[config.mk]
export PLATFORM = sky130hd
export DESIGN_NAME = ascii_csv_command_line_parser
export DESIGN_NICKNAME = d
export VERILOG_FILES = /design/src/design/accp_pkg.sv /design/src/design/ascii_csv_command_line_parser.sv /design/src/design/accp_front.sv /design/src/design/accp_queue.sv /design/src/design/accp_back.sv
export VERILOG_INCLUDE_DIRS = /design/src /design/src/design
export SDC_FILE = /design/constraint.sdc
export NUM_CORES = 1
export LEC_CHECK = 0
export BUFFER_PORTS_ARGS = -buffer_cell sky130_fd_sc_hd__buf_2
export CAP_MARGIN = 20
export CORE_MARGIN = 2
export CORE_UTILIZATION = 45
export DETAILED_ROUTE_END_ITERATION = 16
export PLACE_DENSITY = 0.62
export SYNTH_ARGS = -nofsm -noshare
export SYNTH_HDL_FRONTEND = slang
export SYNTH_SLANG_ARGS = --single-unit
[constraint.sdc]
create_clock -name clock -period 14.2 [get_ports clock]
set_input_delay 2.13 -clock clock [delete_from_list [all_inputs] [get_ports clock]]
set_output_delay 2.13 -clock clock [all_outputs]
set_load 0.005 [all_outputs]
[src/design/assert_macros.svh]
// Assertion macros used by the parser RTL.
`ifndef ASSERT_MACROS_SVH
`define ASSERT_MACROS_SVH

`ifndef ASSERT_OFF

`define ASSERT_IMPLIES(label, clk, rst, ante, cons) \
   label: assert property (@(posedge clk) disable iff (rst) (ante) |-> (cons)) \
      else $error("assertion failed: label");

`define ASSERT_NEXT(label, clk, rst, ante, cons) \
   label: assert property (@(posedge clk) disable iff (rst) (ante) |=> (cons)) \
      else $error("assertion failed: label");

`else

`define ASSERT_IMPLIES(label, clk, rst, ante, cons)

`define ASSERT_NEXT(label, clk, rst, ante, cons)

`endif

`endif

[src/design/accp_pkg.sv]
// Types and constants of the CSV command line parser.
package accp_pkg;

   localparam int HDR_LEN     = 5;
   localparam int VALUE_COUNT = 5;

   localparam logic [2:0]  LAST_INDEX = 3'd6;
   localparam logic [2:0]  HDR_DONE   = 3'd5;
   localparam logic [31:0] SAT_POS    = 32'h7FFF_FFFF;
   localparam logic [31:0] SAT_NEG    = 32'h8000_0000;

   localparam logic [7:0] CH_NUL   = 8'h00;
   localparam logic [7:0] CH_TAB   = 8'h09;
   localparam logic [7:0] CH_NL    = 8'h0A;
   localparam logic [7:0] CH_CR    = 8'h0D;
   localparam logic [7:0] CH_SPACE = 8'h20;
   localparam logic [7:0] CH_PLUS  = 8'h2B;
   localparam logic [7:0] CH_COMMA = 8'h2C;
   localparam logic [7:0] CH_MINUS = 8'h2D;
   localparam logic [7:0] CH_ZERO  = 8'h30;
   localparam logic [7:0] CH_NINE  = 8'h39;

   // "start"
   localparam logic [7:0] HDR_TEXT [HDR_LEN] = '{8'h73, 8'h74, 8'h61, 8'h72, 8'h74};

   typedef enum logic [2:0] {
      CLS_RESTART,
      CLS_NEWLINE,
      CLS_COMMA,
      CLS_SPACE,
      CLS_PLUS,
      CLS_MINUS,
      CLS_DIGIT,
      CLS_OTHER
   } byte_class_type;

   typedef enum logic [1:0] {
      PH_SKIP,
      PH_SIGN,
      PH_DIGITS,
      PH_DONE
   } phase_type;

   typedef struct packed {
      byte_class_type       cls;
      logic [3:0]           digit;
      logic [HDR_LEN-1:0]   hdr_match;
   } token_type;

   typedef struct packed {
      logic      valid;
      token_type tok;
   } queue_head_type;

endpackage

[src/design/ascii_csv_command_line_parser.sv]
// Top level of the CSV command line parser.
//
// Input channel (req_): one received byte per item on req_rx_byte. A newline
// ends a line, a zero byte drops the partial line. A line whose first five
// bytes are "start" commits its comma-separated decimal tokens 1 to 5 into
// the held values.
// Result channel (rsp_): one item per newline with rsp_header_ok and the five
// held values, after any update made by that line.
// Throughput: one byte per cycle, sustained while req_stall is low. Each byte
// passes a classify register, the queue (QUEUE_DEPTH entries) and the parser,
// whose per-byte multiply-by-ten accumulate is combinational.
// With the queue empty, a newline passes the classify register and the queue
// before the parser takes it and sets the registered rsp_valid.
// Reset clears the line state, the queue, the held values and the result.
// While rsp_stall holds a result, bytes other than newlines keep being parsed;
// the next newline waits in the queue, and req_stall rises once it fills.
module ascii_csv_command_line_parser
   import accp_pkg::*;
#(
   parameter int QUEUE_DEPTH = 4
)
(
   input  logic               clock,
   input  logic               reset,
   input  logic               req_valid,
   output logic               req_stall,
   input  logic [7:0]         req_rx_byte,
   output logic               rsp_valid,
   input  logic               rsp_stall,
   output logic               rsp_header_ok,
   output logic signed [31:0] rsp_strategy_id,
   output logic signed [31:0] rsp_kill_run,
   output logic signed [31:0] rsp_yaw_value,
   output logic signed [31:0] rsp_pitch_value,
   output logic signed [31:0] rsp_roll_value
);

`include "assert_macros.svh"

   logic           q_push;
   token_type      q_push_tok;
   logic           q_full;
   logic           q_pop;
   queue_head_type q_head;
   logic           nl_blocked;

   accp_front u_front (
      .clock       (clock),
      .reset       (reset),
      .req_valid   (req_valid),
      .req_stall   (req_stall),
      .req_rx_byte (req_rx_byte),
      .push        (q_push),
      .push_tok    (q_push_tok),
      .queue_full  (q_full)
   );

   accp_queue #(
      .DEPTH (QUEUE_DEPTH)
   ) u_queue (
      .clock    (clock),
      .reset    (reset),
      .push     (q_push),
      .push_tok (q_push_tok),
      .full     (q_full),
      .pop      (q_pop),
      .head     (q_head)
   );

   accp_back u_back (
      .clock           (clock),
      .reset           (reset),
      .head            (q_head),
      .pop             (q_pop),
      .rsp_valid       (rsp_valid),
      .rsp_stall       (rsp_stall),
      .rsp_header_ok   (rsp_header_ok),
      .rsp_strategy_id (rsp_strategy_id),
      .rsp_kill_run    (rsp_kill_run),
      .rsp_yaw_value   (rsp_yaw_value),
      .rsp_pitch_value (rsp_pitch_value),
      .rsp_roll_value  (rsp_roll_value)
   );

   assign nl_blocked = q_head.valid && (q_head.tok.cls == CLS_NEWLINE) && rsp_valid && rsp_stall;

   `ASSERT_IMPLIES(a_pop_needs_item, clock, reset, q_pop, q_head.valid)
   `ASSERT_IMPLIES(a_newline_waits, clock, reset, nl_blocked, !q_pop)
   `ASSERT_NEXT(a_reset_empty, clock, 1'b0, reset, !rsp_valid && !q_head.valid)

endmodule

[src/design/accp_front.sv]
// Input stage: accepts bytes, classifies them and feeds the queue.
module accp_front
   import accp_pkg::*;
(
   input  logic       clock,
   input  logic       reset,
   input  logic       req_valid,
   output logic       req_stall,
   input  logic [7:0] req_rx_byte,
   output logic       push,
   output token_type  push_tok,
   input  logic       queue_full
);

   logic      fe_valid_ff, fe_valid_in;
   token_type fe_tok_ff, fe_tok_in;
   token_type cls_tok;
   logic      load;

   always_comb begin
      cls_tok.digit = req_rx_byte[3:0];
      for (int k = 0; k < HDR_LEN; k++) begin
         cls_tok.hdr_match[k] = (req_rx_byte == HDR_TEXT[k]);
      end
      if (req_rx_byte == CH_NUL) begin
         cls_tok.cls = CLS_RESTART;
      end else if (req_rx_byte == CH_NL) begin
         cls_tok.cls = CLS_NEWLINE;
      end else if (req_rx_byte == CH_COMMA) begin
         cls_tok.cls = CLS_COMMA;
      end else if (req_rx_byte == CH_SPACE ||
                   (req_rx_byte >= CH_TAB && req_rx_byte <= CH_CR)) begin
         cls_tok.cls = CLS_SPACE;
      end else if (req_rx_byte == CH_PLUS) begin
         cls_tok.cls = CLS_PLUS;
      end else if (req_rx_byte == CH_MINUS) begin
         cls_tok.cls = CLS_MINUS;
      end else if (req_rx_byte >= CH_ZERO && req_rx_byte <= CH_NINE) begin
         cls_tok.cls = CLS_DIGIT;
      end else begin
         cls_tok.cls = CLS_OTHER;
      end
   end

   assign req_stall = fe_valid_ff && queue_full;
   assign push      = fe_valid_ff && !queue_full;
   assign push_tok  = fe_tok_ff;
   assign load      = req_valid && !req_stall;

   always_comb begin
      fe_valid_in = fe_valid_ff;
      fe_tok_in   = fe_tok_ff;
      if (load) begin
         fe_valid_in = 1'b1;
         fe_tok_in   = cls_tok;
      end else if (push) begin
         fe_valid_in = 1'b0;
      end
   end

   always_ff @(posedge clock) begin
      if (reset) begin
         fe_valid_ff <= 1'b0;
      end else begin
         fe_valid_ff <= fe_valid_in;
      end
   end

   always_ff @(posedge clock) begin
      fe_tok_ff <= fe_tok_in;
   end

endmodule

[src/design/accp_queue.sv]
// Small item queue between the classifier and the parser.
module accp_queue
   import accp_pkg::*;
#(
   parameter int DEPTH = 4
)
(
   input  logic           clock,
   input  logic           reset,
   input  logic           push,
   input  token_type      push_tok,
   output logic           full,
   input  logic           pop,
   output queue_head_type head
);

   localparam int PW = $clog2(DEPTH);
   localparam int CW = $clog2(DEPTH + 1);

   token_type       mem_ff [DEPTH];
   logic [PW-1:0]   rd_ptr_ff, rd_ptr_in;
   logic [PW-1:0]   wr_ptr_ff, wr_ptr_in;
   logic [CW-1:0]   count_ff, count_in;
   logic            do_push, do_pop;

   assign full       = (count_ff == CW'(DEPTH));
   assign head.valid = (count_ff != '0);
   assign head.tok   = mem_ff[rd_ptr_ff];
   assign do_push    = push && !full;
   assign do_pop     = pop && head.valid;

   always_comb begin
      rd_ptr_in = rd_ptr_ff;
      wr_ptr_in = wr_ptr_ff;
      if (do_pop) begin
         rd_ptr_in = (rd_ptr_ff == PW'(DEPTH - 1)) ? '0 : rd_ptr_ff + 1'b1;
      end
      if (do_push) begin
         wr_ptr_in = (wr_ptr_ff == PW'(DEPTH - 1)) ? '0 : wr_ptr_ff + 1'b1;
      end
      count_in = count_ff + CW'(do_push) - CW'(do_pop);
   end

   always_ff @(posedge clock) begin
      if (reset) begin
         rd_ptr_ff <= '0;
         wr_ptr_ff <= '0;
         count_ff  <= '0;
      end else begin
         rd_ptr_ff <= rd_ptr_in;
         wr_ptr_ff <= wr_ptr_in;
         count_ff  <= count_in;
      end
   end

   always_ff @(posedge clock) begin
      if (do_push) begin
         mem_ff[wr_ptr_ff] <= push_tok;
      end
   end

endmodule

[src/design/accp_back.sv]
// Parser stage: header check, token numbering, number accumulation, result register.
module accp_back
   import accp_pkg::*;
(
   input  logic                clock,
   input  logic                reset,
   input  queue_head_type      head,
   output logic                pop,
   output logic                rsp_valid,
   input  logic                rsp_stall,
   output logic                rsp_header_ok,
   output logic signed [31:0]  rsp_strategy_id,
   output logic signed [31:0]  rsp_kill_run,
   output logic signed [31:0]  rsp_yaw_value,
   output logic signed [31:0]  rsp_pitch_value,
   output logic signed [31:0]  rsp_roll_value
);

   logic [2:0]             hdr_pos_ff, hdr_pos_in;
   logic                   hdr_bad_ff, hdr_bad_in;
   logic [2:0]             tok_idx_ff, tok_idx_in;
   logic                   tok_started_ff, tok_started_in;
   phase_type              phase_ff, phase_in;
   logic                   neg_ff, neg_in;
   logic                   seen_ff, seen_in;
   logic [31:0]            acc_ff, acc_in;
   logic [31:0]            pend_ff [VALUE_COUNT];
   logic [31:0]            pend_in [VALUE_COUNT];
   logic [VALUE_COUNT-1:0] pend_valid_ff, pend_valid_in;
   logic [31:0]            held_ff [VALUE_COUNT];
   logic [31:0]            held_in [VALUE_COUNT];
   logic                   rsp_valid_ff, rsp_valid_in;
   logic                   rsp_ok_ff, rsp_ok_in;

   logic                   slot_free;
   logic                   is_nl;
   logic [35:0]            acc_wide;
   logic [35:0]            acc_next_wide;
   logic [31:0]            acc_digit;
   logic [31:0]            tok_val;
   logic                   ending;
   logic [VALUE_COUNT-1:0] hit;
   logic [2:0]             idx_after;
   logic                   line_ok;

   assign slot_free = !rsp_valid_ff || !rsp_stall;
   assign is_nl     = (head.tok.cls == CLS_NEWLINE);
   assign pop       = head.valid && (!is_nl || slot_free);

   // acc * 10 + digit, saturating at 2^31
   assign acc_wide      = {4'b0, acc_ff};
   assign acc_next_wide = (acc_wide << 3) + (acc_wide << 1) + 36'(head.tok.digit);
   assign acc_digit     = (acc_next_wide > 36'(SAT_NEG)) ? SAT_NEG : acc_next_wide[31:0];

   always_comb begin
      if (neg_ff) begin
         tok_val = (acc_ff >= SAT_NEG) ? SAT_NEG : (32'd0 - acc_ff);
      end else begin
         tok_val = (acc_ff > SAT_POS) ? SAT_POS : acc_ff;
      end
   end

   assign ending    = tok_started_ff && seen_ff;
   assign idx_after = tok_started_ff ? ((tok_idx_ff >= LAST_INDEX) ? 3'd0 : tok_idx_ff + 3'd1)
                                     : tok_idx_ff;
   assign line_ok   = (hdr_pos_ff == HDR_DONE) && !hdr_bad_ff;

   always_comb begin
      for (int i = 0; i < VALUE_COUNT; i++) begin
         hit[i] = ending && (tok_idx_ff == 3'(i + 1));
      end
   end

   always_comb begin
      hdr_pos_in     = hdr_pos_ff;
      hdr_bad_in     = hdr_bad_ff;
      tok_idx_in     = tok_idx_ff;
      tok_started_in = tok_started_ff;
      phase_in       = phase_ff;
      neg_in         = neg_ff;
      seen_in        = seen_ff;
      acc_in         = acc_ff;
      pend_in        = pend_ff;
      pend_valid_in  = pend_valid_ff;
      held_in        = held_ff;
      rsp_valid_in   = rsp_valid_ff && rsp_stall;
      rsp_ok_in      = rsp_ok_ff;

      if (pop) begin
         if (head.tok.cls != CLS_RESTART && head.tok.cls != CLS_NEWLINE &&
             hdr_pos_ff < HDR_DONE) begin
            if (!head.tok.hdr_match[hdr_pos_ff]) begin
               hdr_bad_in = 1'b1;
            end
            hdr_pos_in = hdr_pos_ff + 3'd1;
         end

         unique case (head.tok.cls)
            CLS_RESTART, CLS_NEWLINE: begin
               if (is_nl) begin
                  for (int i = 0; i < VALUE_COUNT; i++) begin
                     if (line_ok && (pend_valid_ff[i] || hit[i])) begin
                        held_in[i] = hit[i] ? tok_val : pend_ff[i];
                     end
                  end
                  rsp_valid_in = 1'b1;
                  rsp_ok_in    = line_ok;
               end
               hdr_pos_in     = 3'd0;
               hdr_bad_in     = 1'b0;
               tok_idx_in     = 3'd0;
               pend_valid_in  = '0;
               tok_started_in = 1'b0;
               phase_in       = PH_SKIP;
               neg_in         = 1'b0;
               seen_in        = 1'b0;
               acc_in         = '0;
            end
            CLS_COMMA: begin
               for (int i = 0; i < VALUE_COUNT; i++) begin
                  if (hit[i]) begin
                     pend_in[i]       = tok_val;
                     pend_valid_in[i] = 1'b1;
                  end
               end
               tok_idx_in     = idx_after;
               tok_started_in = 1'b0;
               phase_in       = PH_SKIP;
               neg_in         = 1'b0;
               seen_in        = 1'b0;
               acc_in         = '0;
            end
            default: begin
               tok_started_in = 1'b1;
               unique case (phase_ff)
                  PH_SKIP: begin
                     case (head.tok.cls)
                        CLS_SPACE: begin
                        end
                        CLS_PLUS, CLS_MINUS: begin
                           neg_in   = (head.tok.cls == CLS_MINUS);
                           phase_in = PH_SIGN;
                        end
                        CLS_DIGIT: begin
                           acc_in   = acc_digit;
                           seen_in  = 1'b1;
                           phase_in = PH_DIGITS;
                        end
                        default: begin
                           phase_in = PH_DONE;
                        end
                     endcase
                  end
                  PH_SIGN, PH_DIGITS: begin
                     if (head.tok.cls == CLS_DIGIT) begin
                        acc_in   = acc_digit;
                        seen_in  = 1'b1;
                        phase_in = PH_DIGITS;
                     end else begin
                        phase_in = PH_DONE;
                     end
                  end
                  default: begin
                  end
               endcase
            end
         endcase
      end
   end

   always_ff @(posedge clock) begin
      if (reset) begin
         hdr_pos_ff     <= 3'd0;
         hdr_bad_ff     <= 1'b0;
         tok_idx_ff     <= 3'd0;
         tok_started_ff <= 1'b0;
         phase_ff       <= PH_SKIP;
         neg_ff         <= 1'b0;
         seen_ff        <= 1'b0;
         acc_ff         <= '0;
         pend_valid_ff  <= '0;
         rsp_valid_ff   <= 1'b0;
         rsp_ok_ff      <= 1'b0;
         for (int i = 0; i < VALUE_COUNT; i++) begin
            held_ff[i] <= '0;
         end
      end else begin
         hdr_pos_ff     <= hdr_pos_in;
         hdr_bad_ff     <= hdr_bad_in;
         tok_idx_ff     <= tok_idx_in;
         tok_started_ff <= tok_started_in;
         phase_ff       <= phase_in;
         neg_ff         <= neg_in;
         seen_ff        <= seen_in;
         acc_ff         <= acc_in;
         pend_valid_ff  <= pend_valid_in;
         rsp_valid_ff   <= rsp_valid_in;
         rsp_ok_ff      <= rsp_ok_in;
         held_ff        <= held_in;
      end
   end

   always_ff @(posedge clock) begin
      pend_ff <= pend_in;
   end

   // held values change only at a newline, which waits for a free result slot
   assign rsp_valid       = rsp_valid_ff;
   assign rsp_header_ok   = rsp_ok_ff;
   assign rsp_strategy_id = $signed(held_ff[0]);
   assign rsp_kill_run    = $signed(held_ff[1]);
   assign rsp_yaw_value   = $signed(held_ff[2]);
   assign rsp_pitch_value = $signed(held_ff[3]);
   assign rsp_roll_value  = $signed(held_ff[4]);

endmodule
# Yosys cells after proc, flatten, opt, wreduce, memory -nomap -nowiden
# Memory sizes are Yosys's and may differ from the RTL's. A register that Yosys moved wholly into a read port is not among the register bits.
# Index checks and enable logic that the tools add are counted.
[classes]
n_mux = 56
n_eq_ne = 35
magnitude_cmp = 10
reduce_logical = 75
addsub = 9
[op_table]
columns = ["cell", "n"]
rows = [
  ["$mux W32", 12],
  ["$add A35 B33 Y36", 1],
  ["$add A36 B4 Y36", 1],
  ["$gt A36 B32 Y1 const B", 1],
  ["$reduce_and A3 Y1", 11],
  ["$eq A8 B6 Y1 const B", 4],
  ["$eq A8 B7 Y1 const B", 4],
  ["$ge A32 B32 Y1 const B", 1],
  ["$gt A32 B31 Y1 const B", 1],
  ["$sub A1 B32 Y32 const A", 1],
  ["$mux W1", 26],
  ["$logic_and A1 B1 Y1", 23],
  ["$eq A3 B3 Y1 const B", 7],
  ["$reduce_and A4 Y1", 5],
  ["$mux W3", 6],
  ["$mux W2", 7],
  ["$reduce_bool A2 Y1", 7],
  ["$eq A3 B2 Y1 const B", 4],
  ["$ne A2 B1 Y1 const B", 6],
  ["$pmux W5 S2", 1],
  ["$reduce_bool A3 Y1", 3],
  ["$eq A8 B4 Y1 const B", 1],
  ["$ge A8 B4 Y1 const B", 1],
  ["$ge A8 B6 Y1 const B", 1],
  ["other kinds (28)", 50],
]
[word_totals]
n_memories = 1
elab_cells = 220
out_inout_bits = 163
regBits = 391
ram_bits = 48
input_bits = 12
[mem_list]
columns = ["name", "words", "width", "read_ports", "rd_ports_with_merged_regs", "wr", "line", "text"]
rows = [
  ["u_queue.mem_ff", 4, 12, 1, 1, 1, "accp_queue.sv:20", "token_type mem_ff [DEPTH];"],
]

# Logic depth before layout (Yosys ltp)
# Gate-level depths: netlist (run 1).
[logic_depth]
depth_word = 8
depth_mapped = 16
mapped_depth_nobuf = 13

# Hierarchy
# A second synthesis (run 1) with hierarchy kept.
[unflattened]
cells_unflattened = 2082
hier_area_um2 = 20181.9
[modules_own_cells]
columns = ["module", "area_per_inst_um2", "n_inst", "cells_per_inst", "seq_area_each_um2"]
rows = [
  ["accp_back", 17361.7, 1, 1924, 9028.7],
  ["accp_queue", 2213.4, 1, 112, 1621.6],
  ["accp_front", 606.8, 1, 46, 350.3],
]

# Worst setup path after synthesis (run 1)
# OpenSTA, ideal clock, no wires.
[synth_timing]
kind = "reg-to-reg"
start = "reg with a tool-made name"
end = "reg u_back.pend_ff[0] in the netlist's numbering (enable)"
setup_ps = 876
setup_slack_ps = 1278
path_stages_with_launch = 5
path_buffers = 1
required_time_ps = 13324
arrival_time_ps = 12046
synth_period_minus_slack_ps = 12922
cell_sequence = "dfxtp_1 buf_6 mux4_2 nand2b_1 nor3_1"
[synth_lines]
columns = ["item", "line", "text"]
rows = [
  ["end signal, assigned", "accp_back.sv:204", "pend_ff <= pend_in;"],
  ["end, declared", "accp_back.sv:27", "logic [31:0] pend_ff [VALUE_COUNT];"],
]

==> impl_metrics.ini, run 1 <==
[outcome]
status = finished clean

[drt]
ant_nets = 0
wl_per_cell_um = 18.92
dr.pass1.iters = 6
via_count = 16353
drt_wl_total_um = 55180
drtIter0Drc = 1189
vias_per_cell = 5.606
drc = 0

[worst_setup_path]
cp_max_fo = 20
cp.arrival_ps = 5550
critical_path_class = reg -> reg
crit_path_end_kind = register
cp.required_ps = 14690
worst_setup_path_start_kind = register

[final_layout]
finalNetCount = 2380
final_common_cell = nand2_1
drive_gt1_share_pct = 14.24
final_cell_mix = nand2_1, dfxtp_1, edfxtp_1
final_area_um2 = 23180
antenna_cells = 0
finalNonFillerCells = 2917
syn2layout_area_growth_pct = 14.93

[cts]
clkSinkCount = 436
htree_levels = 2
holdBufCountCts = 0
post_cts_resized = 0
ctsLongestPathBuffers = 3
cts_tree = yes
cts_setup_buffers = 0
cts_root_buf = clkbuf_16
numCtsBuffers = 48
clock_latency_ps = 600
clk_pin_slew_ps = 60

[global_routing]
gr-total-overflow = 0
grt_max_degree = 94
track_usage_pct = 23.21
antenna_found_initial = 0
grt_pass1_vias = 15131
grt_pass1_wl_um = 85200

[yosys]
synth_nets = 2253
synth-edff-count = 215
ys_seq_elements = 436
netlist-cell-type-count = 74
syn_area_um2 = 20170
yosysSeqAreaShare_pct = 53.95
dominantRegCellSynth = dfxtp_1
ys_warn_count = 0
async_flop_share_pct = 0
avgSynthCellArea_um2 = 9.345
syn_inst = 2158

[floorplanning]
fp.dieH_um = 215.7
coreArea_um2 = 44220
ioPinCount = 175
dieWidth_um = 215.7
die_area_um2 = 46520
rows = 77
initial_core_util_pct = 45.60

[sta]
period_needed_ps = 5054
fmax_mhz = 197.9
worstMarginPinSlew_ps = 1121
max_slew_margin_pct = 25.25
fin_tns_setup_ps = 0
slew_viol_final = 0
rsz0062_at_grt = false
period_share_pct = 35.59
setup_violations = 0
skew_ps = 22.69
finalHoldViolations = 0
whs_ps = 450.9

[pwr]
p_leak_nw = 8.962
vdd_drop_max_mv = 0.1011
p_total_w = 0.003257
power_density_nw_per_um2 = 140.5

[placement]
port_buffers = 174
gp_congestion = 0.8996
placed_cell_area_um2 = 21530
dp_hpwl_um = 38250
dp_cells = 2824

[min_path]
hold_class = reg -> reg

[job]
max_cap_viol_count = 0
metal layers:
metal | track usage (%) | up-vias | routed length, um
met4 | 8.897 | 0 | 1846
met1 | 32.43 | 7737 | 24560
li1 | - | 7935 | -
met2 | 36.41 | 579 | 24960
met3 | 3.580 | 102 | 3811
met5 | 0 | - | 0
per-stage QoR:
step                setup WS [ps]  util, %
floorplan                    1278        -
global placement             9275    48.69
detailed placement           9097    48.69
CTS                          9078    52.34
global route                 8726    52.41
finish                       9146    52.41
final timing paths:
path / start / endpoint / slack [ps] / cells past startpoint
worst max register to register: register / u_back.acc_ff[17] / 9150 / 13
worst max-delay path: register / u_back.acc_ff[17] / 9150 / 13
worst min register to register: u_back.rsp_kill_run[22] / u_back.rsp_kill_run[22] / 450 / 2
worst min-delay path: u_back.rsp_kill_run[22] / u_back.rsp_kill_run[22] / 450 / 2
power by group:
part / switching, W / internal (W) / total, W
clock network: 0.000518 / 0.000739 / 0.00126
logic: 0.000371 / 0.000170 / 0.000541
registers: 0.0000555 / 0.00140 / 0.00146
sequential cells by signal, summed over array words and instances, names as in the netlist, 2 cells and up, named ones only:
signal / flops
u_back.rsp_pitch_value: 32
u_back.tok_idx_ff: 3
u_back.pend_valid_ff: 5
u_queue.count_ff: 3
u_queue.wr_ptr_ff: 2
u_back.rsp_roll_value: 32
u_front.push_tok: 11
u_back.hdr_pos_ff: 3
u_back.acc_ff: 32
u_back.rsp_kill_run: 32
u_back.pend_ff: 160
u_back.rsp_yaw_value: 32
u_queue.mem_ff: 44
u_back.phase_ff: 2
u_back.rsp_strategy_id: 32
u_queue.rd_ptr_ff: 2
final cells by class:
| cell class | instances | area [um2] |
|---|---|---|
| Tap cell | 592 | 740.7 |
| Clock inverter | 22 | 232.7 |
| Clock buffer | 68 | 1379 |
| Multi-Input combinational cell | 1554 | 8647 |
| Fill cell | 4101 | 21040 |
| Inverter | 33 | 123.9 |
| Sequential cell | 436 | 10880 |
| Timing Repair Buffer | 212 | 1175 |
cell families (layout without fill, tap and decap cells):
kind of cell	after synthesis	after routing	share of synthesized area [%]
AO/OA/AOI/OAI	556	556	15.96
adder cells (fa/ha/maj)	83	83	5.261
XOR/XNOR	30	30	1.303
flip-flops	436	436	53.95
AND/OR/NAND/NOR	861	861	18.15
buffers and inverters	168	335	3.456
multiplexers	24	24	1.923
critical path: stages (launching register included):
cell and delay (ps):
dfxtp_1 790, mux4_2 590, inv_1 110, fa_1 470, inv_1 80, ha_1 170
a211oi_1 90, o21ai_0 290, nand2_1 160, o211a_1 260, o31a_1 270, xor2_2 820
nand2_1 520, o31ai_1 350
cells in the mapped netlist (27+ instances only):
cell	number	share of area, %
a21oi_1	202	5.0
edfxtp_1	215	32
nand2_1	475	8.8
o31ai_1	27	1.0
nor3_1	68	1.7
o21ai_0	199	4.9
nor2_1	187	3.5
nand3_1	42	1.0
dfxtp_1	221	22
ha_1	80	5.0
inv_1	31	0.58
clkbuf_1	98	1.8
(Power assumes the default switching activity.)
==> run 2: changes to the inputs <==
--- a/config.mk
+++ b/config.mk
@@ -11,7 +11,7 @@
 export CORE_MARGIN = 2
 export CORE_UTILIZATION = 45
 export DETAILED_ROUTE_END_ITERATION = 16
-export PLACE_DENSITY = 0.62
+export PLACE_DENSITY = 0.64
 export SYNTH_ARGS = -nofsm -noshare
 export SYNTH_HDL_FRONTEND = slang
 export SYNTH_SLANG_ARGS = --single-unit
==> constraint.sdc (replaced) <==
create_clock -name clock -period 4.1 [get_ports clock]
set_input_delay 0.615 -clock clock [delete_from_list [all_inputs] [get_ports clock]]
set_output_delay 0.615 -clock clock [all_outputs]
set_load 0.005 [all_outputs]
==> run 2 against run 1 <==
  * Sequential share of layout area is 0.60 points lower
  * Via count grew 1.1%
  * Combinational power grew to 3.7 times the previous value
  * Critical path depth unchanged
  * Cell count grew 0.99%
  * Clock skew increased by 3.4 ps
==> impl_metrics.ini, run 2 (same netlist as run 1, synthesis figures left out) <==
[sta]
fin_tns_setup_ps = 0
whs_ps = 239.0
max_slew_margin_pct = 25.01
period_share_pct = 94.46
rsz0062_at_grt = false
skew_ps = 26.07
fmax_mhz = 258.2
period_needed_ps = 3873
layout_setup_ws_ps = 227.0
finalHoldViolations = 0
slew_viol_final = 0
setup_violations = 0
worstMarginPinSlew_ps = 1117

[cts]
cts_tree = yes
clkSinkCount = 436
clk_pin_slew_ps = 60
clock_latency_ps = 600
holdBufCountCts = 0
cts_setup_buffers = 0
htree_levels = 2
cts_root_buf = clkbuf_16
ctsLongestPathBuffers = 3
post_cts_resized = 0
numCtsBuffers = 47

[pwr]
p_int_w = 0.008113
power_density_nw_per_um2 = 485.6
p_switching_w = 0.003290
pwr-share-clk_pct = 38.6
vdd_drop_max_mv = 0.3188
p_leak_nw = 9.127
combPwrFrac_pct = 17.5
power_frac_seq_pct = 43.9
swShare_pct = 28.85

[floorplanning]
fp.dieH_um = 215.7
rows = 77
dieWidth_um = 215.7
ioPinCount = 175
die_area_um2 = 46520
initial_core_util_pct = 45.60
coreArea_um2 = 44220

[final_layout]
largest_register = u_back.pend_ff
final_cell_mix = nand2_1, dfxtp_1, edfxtp_1
finalNetCount = 2409
syn2layout_area_growth_pct = 16.44
drive_gt1_share_pct = 15.47
n_fill_cell = 4005
final_common_cell = nand2_1
largestRegisters = u_back.pend_ff: 160 flops, u_queue.mem_ff: 44 flops
largest_reg_flops = 160

[min_path]
hold_class = in -> reg
hold_path.startpoint = req_valid

[drt]
dr.pass1.iters = 7
vias_per_cell = 5.613
drtIter0Drc = 1263
via_count = 16535
wl_per_cell_um = 19.28
drc = 0
drt_wl_total_um = 56810
ant_nets = 0

[outcome]
status = finished clean

[worst_setup_path]
slowest_delay_ps = 510
crit_path_end_kind = register
worst_setup_path_start_kind = register
critical_path_class = reg -> reg
critPathTopFamily = compound AO/OA/AOI/OAI gates
cp_max_fo = 11
crit_slowest_cell = mux4_2
crit_chain = mux4_2, inv_1, fa_1, fa_2, nor2b_2, o31ai_4, a2111o_1, a311oi_2, o21ai_0, a21oi_1, o211ai_1, buf_4, o31ai_1
cp.required_ps = 4580
cp.arrival_ps = 4360
path_buf_inv = 2

[placement]
pre_cts_ws_ps = 48.53
gp_congestion = 0.9059
dp_hpwl_um = 39530
port_buffers = 174

[global_routing]
grt_pass1_wl_um = 87260
grt_max_degree = 161
grt_pass1_vias = 15456
antenna_found_initial = 4
track_usage_pct = 23.84
gr-total-overflow = 0

[job]
max_cap_viol_count = 0
## run 2: changes by cell type in the layout (fill, tap and decap cells not counted), sizes merged
cell and change:
buf +30, bufinv +2, clkinvlp -1, clkbuf -2, inv -1, diode +1
## run 2: path summary, 6_finish.rpt
check / end / slack, ps / cells past startpoint
worst min register to register: u_back.rsp_yaw_value[4] / 450 / 2
worst max register to register: u_back.acc_ff[25] / 230 / 13
worst max-delay path: u_back.acc_ff[25] / 230 / 13
worst min-delay path: u_front.fe_valid_ff / 240 / 3
## run 2: final cells by class
type | count | area (um2) | share of cell area [%]
sequential | 436 | 10880 | 46.34
multi-input combinational | 1554 | 8677 | 36.95
timing repair buffer | 242 | 1445 | 6.154
clock buffer | 66 | 1329 | 5.659
tap | 592 | 740.7 | 3.154
clock inverter | 22 | 281.5 | 1.199
inverter | 33 | 123.9 | 0.5275
antenna | 1 | 2.502 | 0.01066
## run 2: worst min-delay path, stage by stage
cell and delay (ps):
buf_2 90, nor2_1 40, nor2_1 60
## run 2: stage by stage
step | util (%) | cells | instance area, um2 | total power, W
floorplan | - | 2158 | 20190 | 0.006449
global placement | 49.26 | 2853 | 21780 | 0.006995
detailed placement | 49.32 | 2856 | 21810 | 0.007080
CTS | 52.96 | 2944 | 23420 | 0.01146
global route | 53.09 | 2945 | 23480 | 0.01189
finish | 53.10 | 2946 | 23480 | 0.01140
## run 2: per-layer routing
layer,wire (um),vias to the layer above,track usage (%)
li1,-,7988,-
met1,24920,7857,32.72
met2,25830,583,37.68
met3,3818,105,3.636
met4,2220,2,10.02
met5,13,-,0
## run 2: power by group through the flow
stage                     combinational, W  sequential, W  clock (W)
after floorplan                    0.00138        0.00507          0
after global placement             0.00191        0.00509          0
after detailed placement           0.00198        0.00510          0
after CTS                          0.00198        0.00501    0.00447
after global routing               0.00220        0.00504    0.00465
final                              0.00199        0.00501    0.00440
==> run 3: changes to the inputs <==
--- a/config.mk
+++ b/config.mk
@@ -7,11 +7,11 @@
 export NUM_CORES = 1
 export LEC_CHECK = 0
 export BUFFER_PORTS_ARGS = -buffer_cell sky130_fd_sc_hd__buf_2
-export CAP_MARGIN = 20
 export CORE_MARGIN = 2
 export CORE_UTILIZATION = 45
 export DETAILED_ROUTE_END_ITERATION = 16
-export PLACE_DENSITY = 0.64
+export PLACE_DENSITY = 0.62
+export REMOVE_ABC_BUFFERS = 1
 export SYNTH_ARGS = -nofsm -noshare
 export SYNTH_HDL_FRONTEND = slang
 export SYNTH_SLANG_ARGS = --single-unit
==> constraint.sdc (replaced) <==
create_clock -name clock -period 4.6 [get_ports clock]
set_input_delay 0.69 -clock clock [delete_from_list [all_inputs] [get_ports clock]]
set_output_delay 0.69 -clock clock [all_outputs]
set_load 0.005 [all_outputs]
==> run 3 against run 2 <==
  * Utilization down 1.1 points
  * Critical path depth unchanged
  * Sequential cell count stayed put
  * Total power shrank 16%
  * Final area is 2.0% lower
  * Critical path type unchanged
  * Largest cell class unchanged
==> impl_metrics.ini, run 3 (same netlist as run 1, synthesis figures left out) <==
[outcome]
status = finished clean

[floorplanning]
ioPinCount = 175
rows = 77
fp.dieH_um = 215.7
initial_core_util_pct = 45.60
dieWidth_um = 215.7
coreArea_um2 = 44220
die_area_um2 = 46520

[final_layout]
largest_register = u_back.pend_ff
n_fill_cell = 4090
largestRegisters = u_back.pend_ff: 160 flops, u_queue.mem_ff: 44 flops
drive_gt1_share_pct = 13.20
largest_reg_flops = 160
final_cell_mix = nand2_1, dfxtp_1, edfxtp_1
antenna_cells = 0
finalNetCount = 2376
utilization_pct = 52.01
syn2layout_area_growth_pct = 14.05
final_common_cell = nand2_1

[sta]
max_slew_margin_pct = 25.60
whs_ps = 335.9
period_share_pct = 89.35
setup_violations = 0
skew_ps = 25.27
slew_viol_final = 0
rsz0062_at_grt = false
worstMarginPinSlew_ps = 1116
period_needed_ps = 4110
finalHoldViolations = 0
fmax_mhz = 243.3

[drt]
met1_length_um = 25010
highest_layer = met4
route.met3.wl_um = 3430
vias_per_cell = 5.616
drt_wl_total_um = 54980
wl_per_cell_um = 18.89
dr.pass1.iters = 5
wl_met2_um = 25370
drtIter0Drc = 1275
ant_nets = 0
drc = 0
via_count = 16348

[pwr]
p_leak_nw = 8.865
vdd_drop_max_mv = 0.2527
p_total_w = 0.009624
power_density_nw_per_um2 = 418.4

[global_routing]
grt_max_degree = 172
grt_pass1_vias = 15428
antenna_found_initial = 0
track_usage_pct = 23.40
grt_pass1_wl_um = 86450
gr-total-overflow = 0

[cts]
post_cts_resized = 0
cts_setup_buffers = 0
numCtsBuffers = 46
clkSinkCount = 436
clock_latency_ps = 580
ctsLongestPathBuffers = 3
holdBufCountCts = 0
cts_root_buf = clkbuf_16
cts_tree = yes
htree_levels = 2
clk_pin_slew_ps = 60

[worst_setup_path]
crit_path_end_kind = register
slowest_delay_ps = 540
critical_path_class = reg -> reg
worst_setup_path_start_kind = register
cp.arrival_ps = 4590
crit_slowest_cell = mux4_2
crit_chain = mux4_2, inv_1, fa_1, fa_1, nor2b_1, o31ai_1, a2111o_1, a311oi_1, o21ai_0, a21oi_1, o211ai_1, buf_4, o31ai_1
cp_max_fo = 31
rr_worst_depth = 13
cp.required_ps = 5080

[placement]
gp_congestion = 0.8746
dp_hpwl_um = 37420
port_buffers = 174

[job]
max_cap_viol_count = 0

[min_path]
hold_class = in -> reg
hold_depth = 3
run 3: layout make-up:
type                            count  area (um2)  area share [%]
Inverter                           33       123.9          0.5385
Tap cell                          592       740.7           3.220
Clock buffer                       77        1309           5.690
Multi-Input combinational cell   1554        8646           37.59
Timing Repair Buffer              210        1185           5.152
Sequential cell                   436       10880           47.30
Clock inverter                      9       116.4          0.5059
run 3: metrics by stage:
step | TNS, ps | cell area [um2] | setup slack, ps | std cells
3_5_place_dp | 0 | 21580 | 491.1 | 2825
2_1_floorplan | -1369650 | 19590 | -8560 | 2023
6_report | 0 | 23000 | 490.1 | 2911
3_3_place_gp | 0 | 21580 | 556.5 | 2825
4_1_cts | 0 | 23000 | 468.5 | 2911
5_1_grt | 0 | 23000 | 151.9 | 2911
run 3: routing by layer:
metal | vias to the layer above | track usage, %
li1 | 7912 | -
met1 | 7864 | 32.74
met2 | 496 | 37.97
met3 | 76 | 3.636
met4 | 0 | 6.069
met5 | - | 0
run 3: final timing paths:
path	from	to	slack, ps
worst min register to register	u_back.rsp_pitch_value[12]	u_back.rsp_pitch_value[12]	450
worst max register to register	register	u_back.acc_ff[17]	490
worst max-delay path	register	u_back.acc_ff[17]	490
worst min-delay path	req_valid	u_front.fe_valid_ff	340
run 3: critical path: cells and delay by family (launching register included):
family	cells	cell delay [ps]
compound gates	7	1550
fa+ha+maj	2	930
mux	1	540
flops	1	490
buf+inv	2	320
simple gates	1	160
run 3: where the power goes:
group          switching, W  internal [W]
clock               0.00150       0.00206
combinational       0.00106      0.000524
sequential         0.000152       0.00433
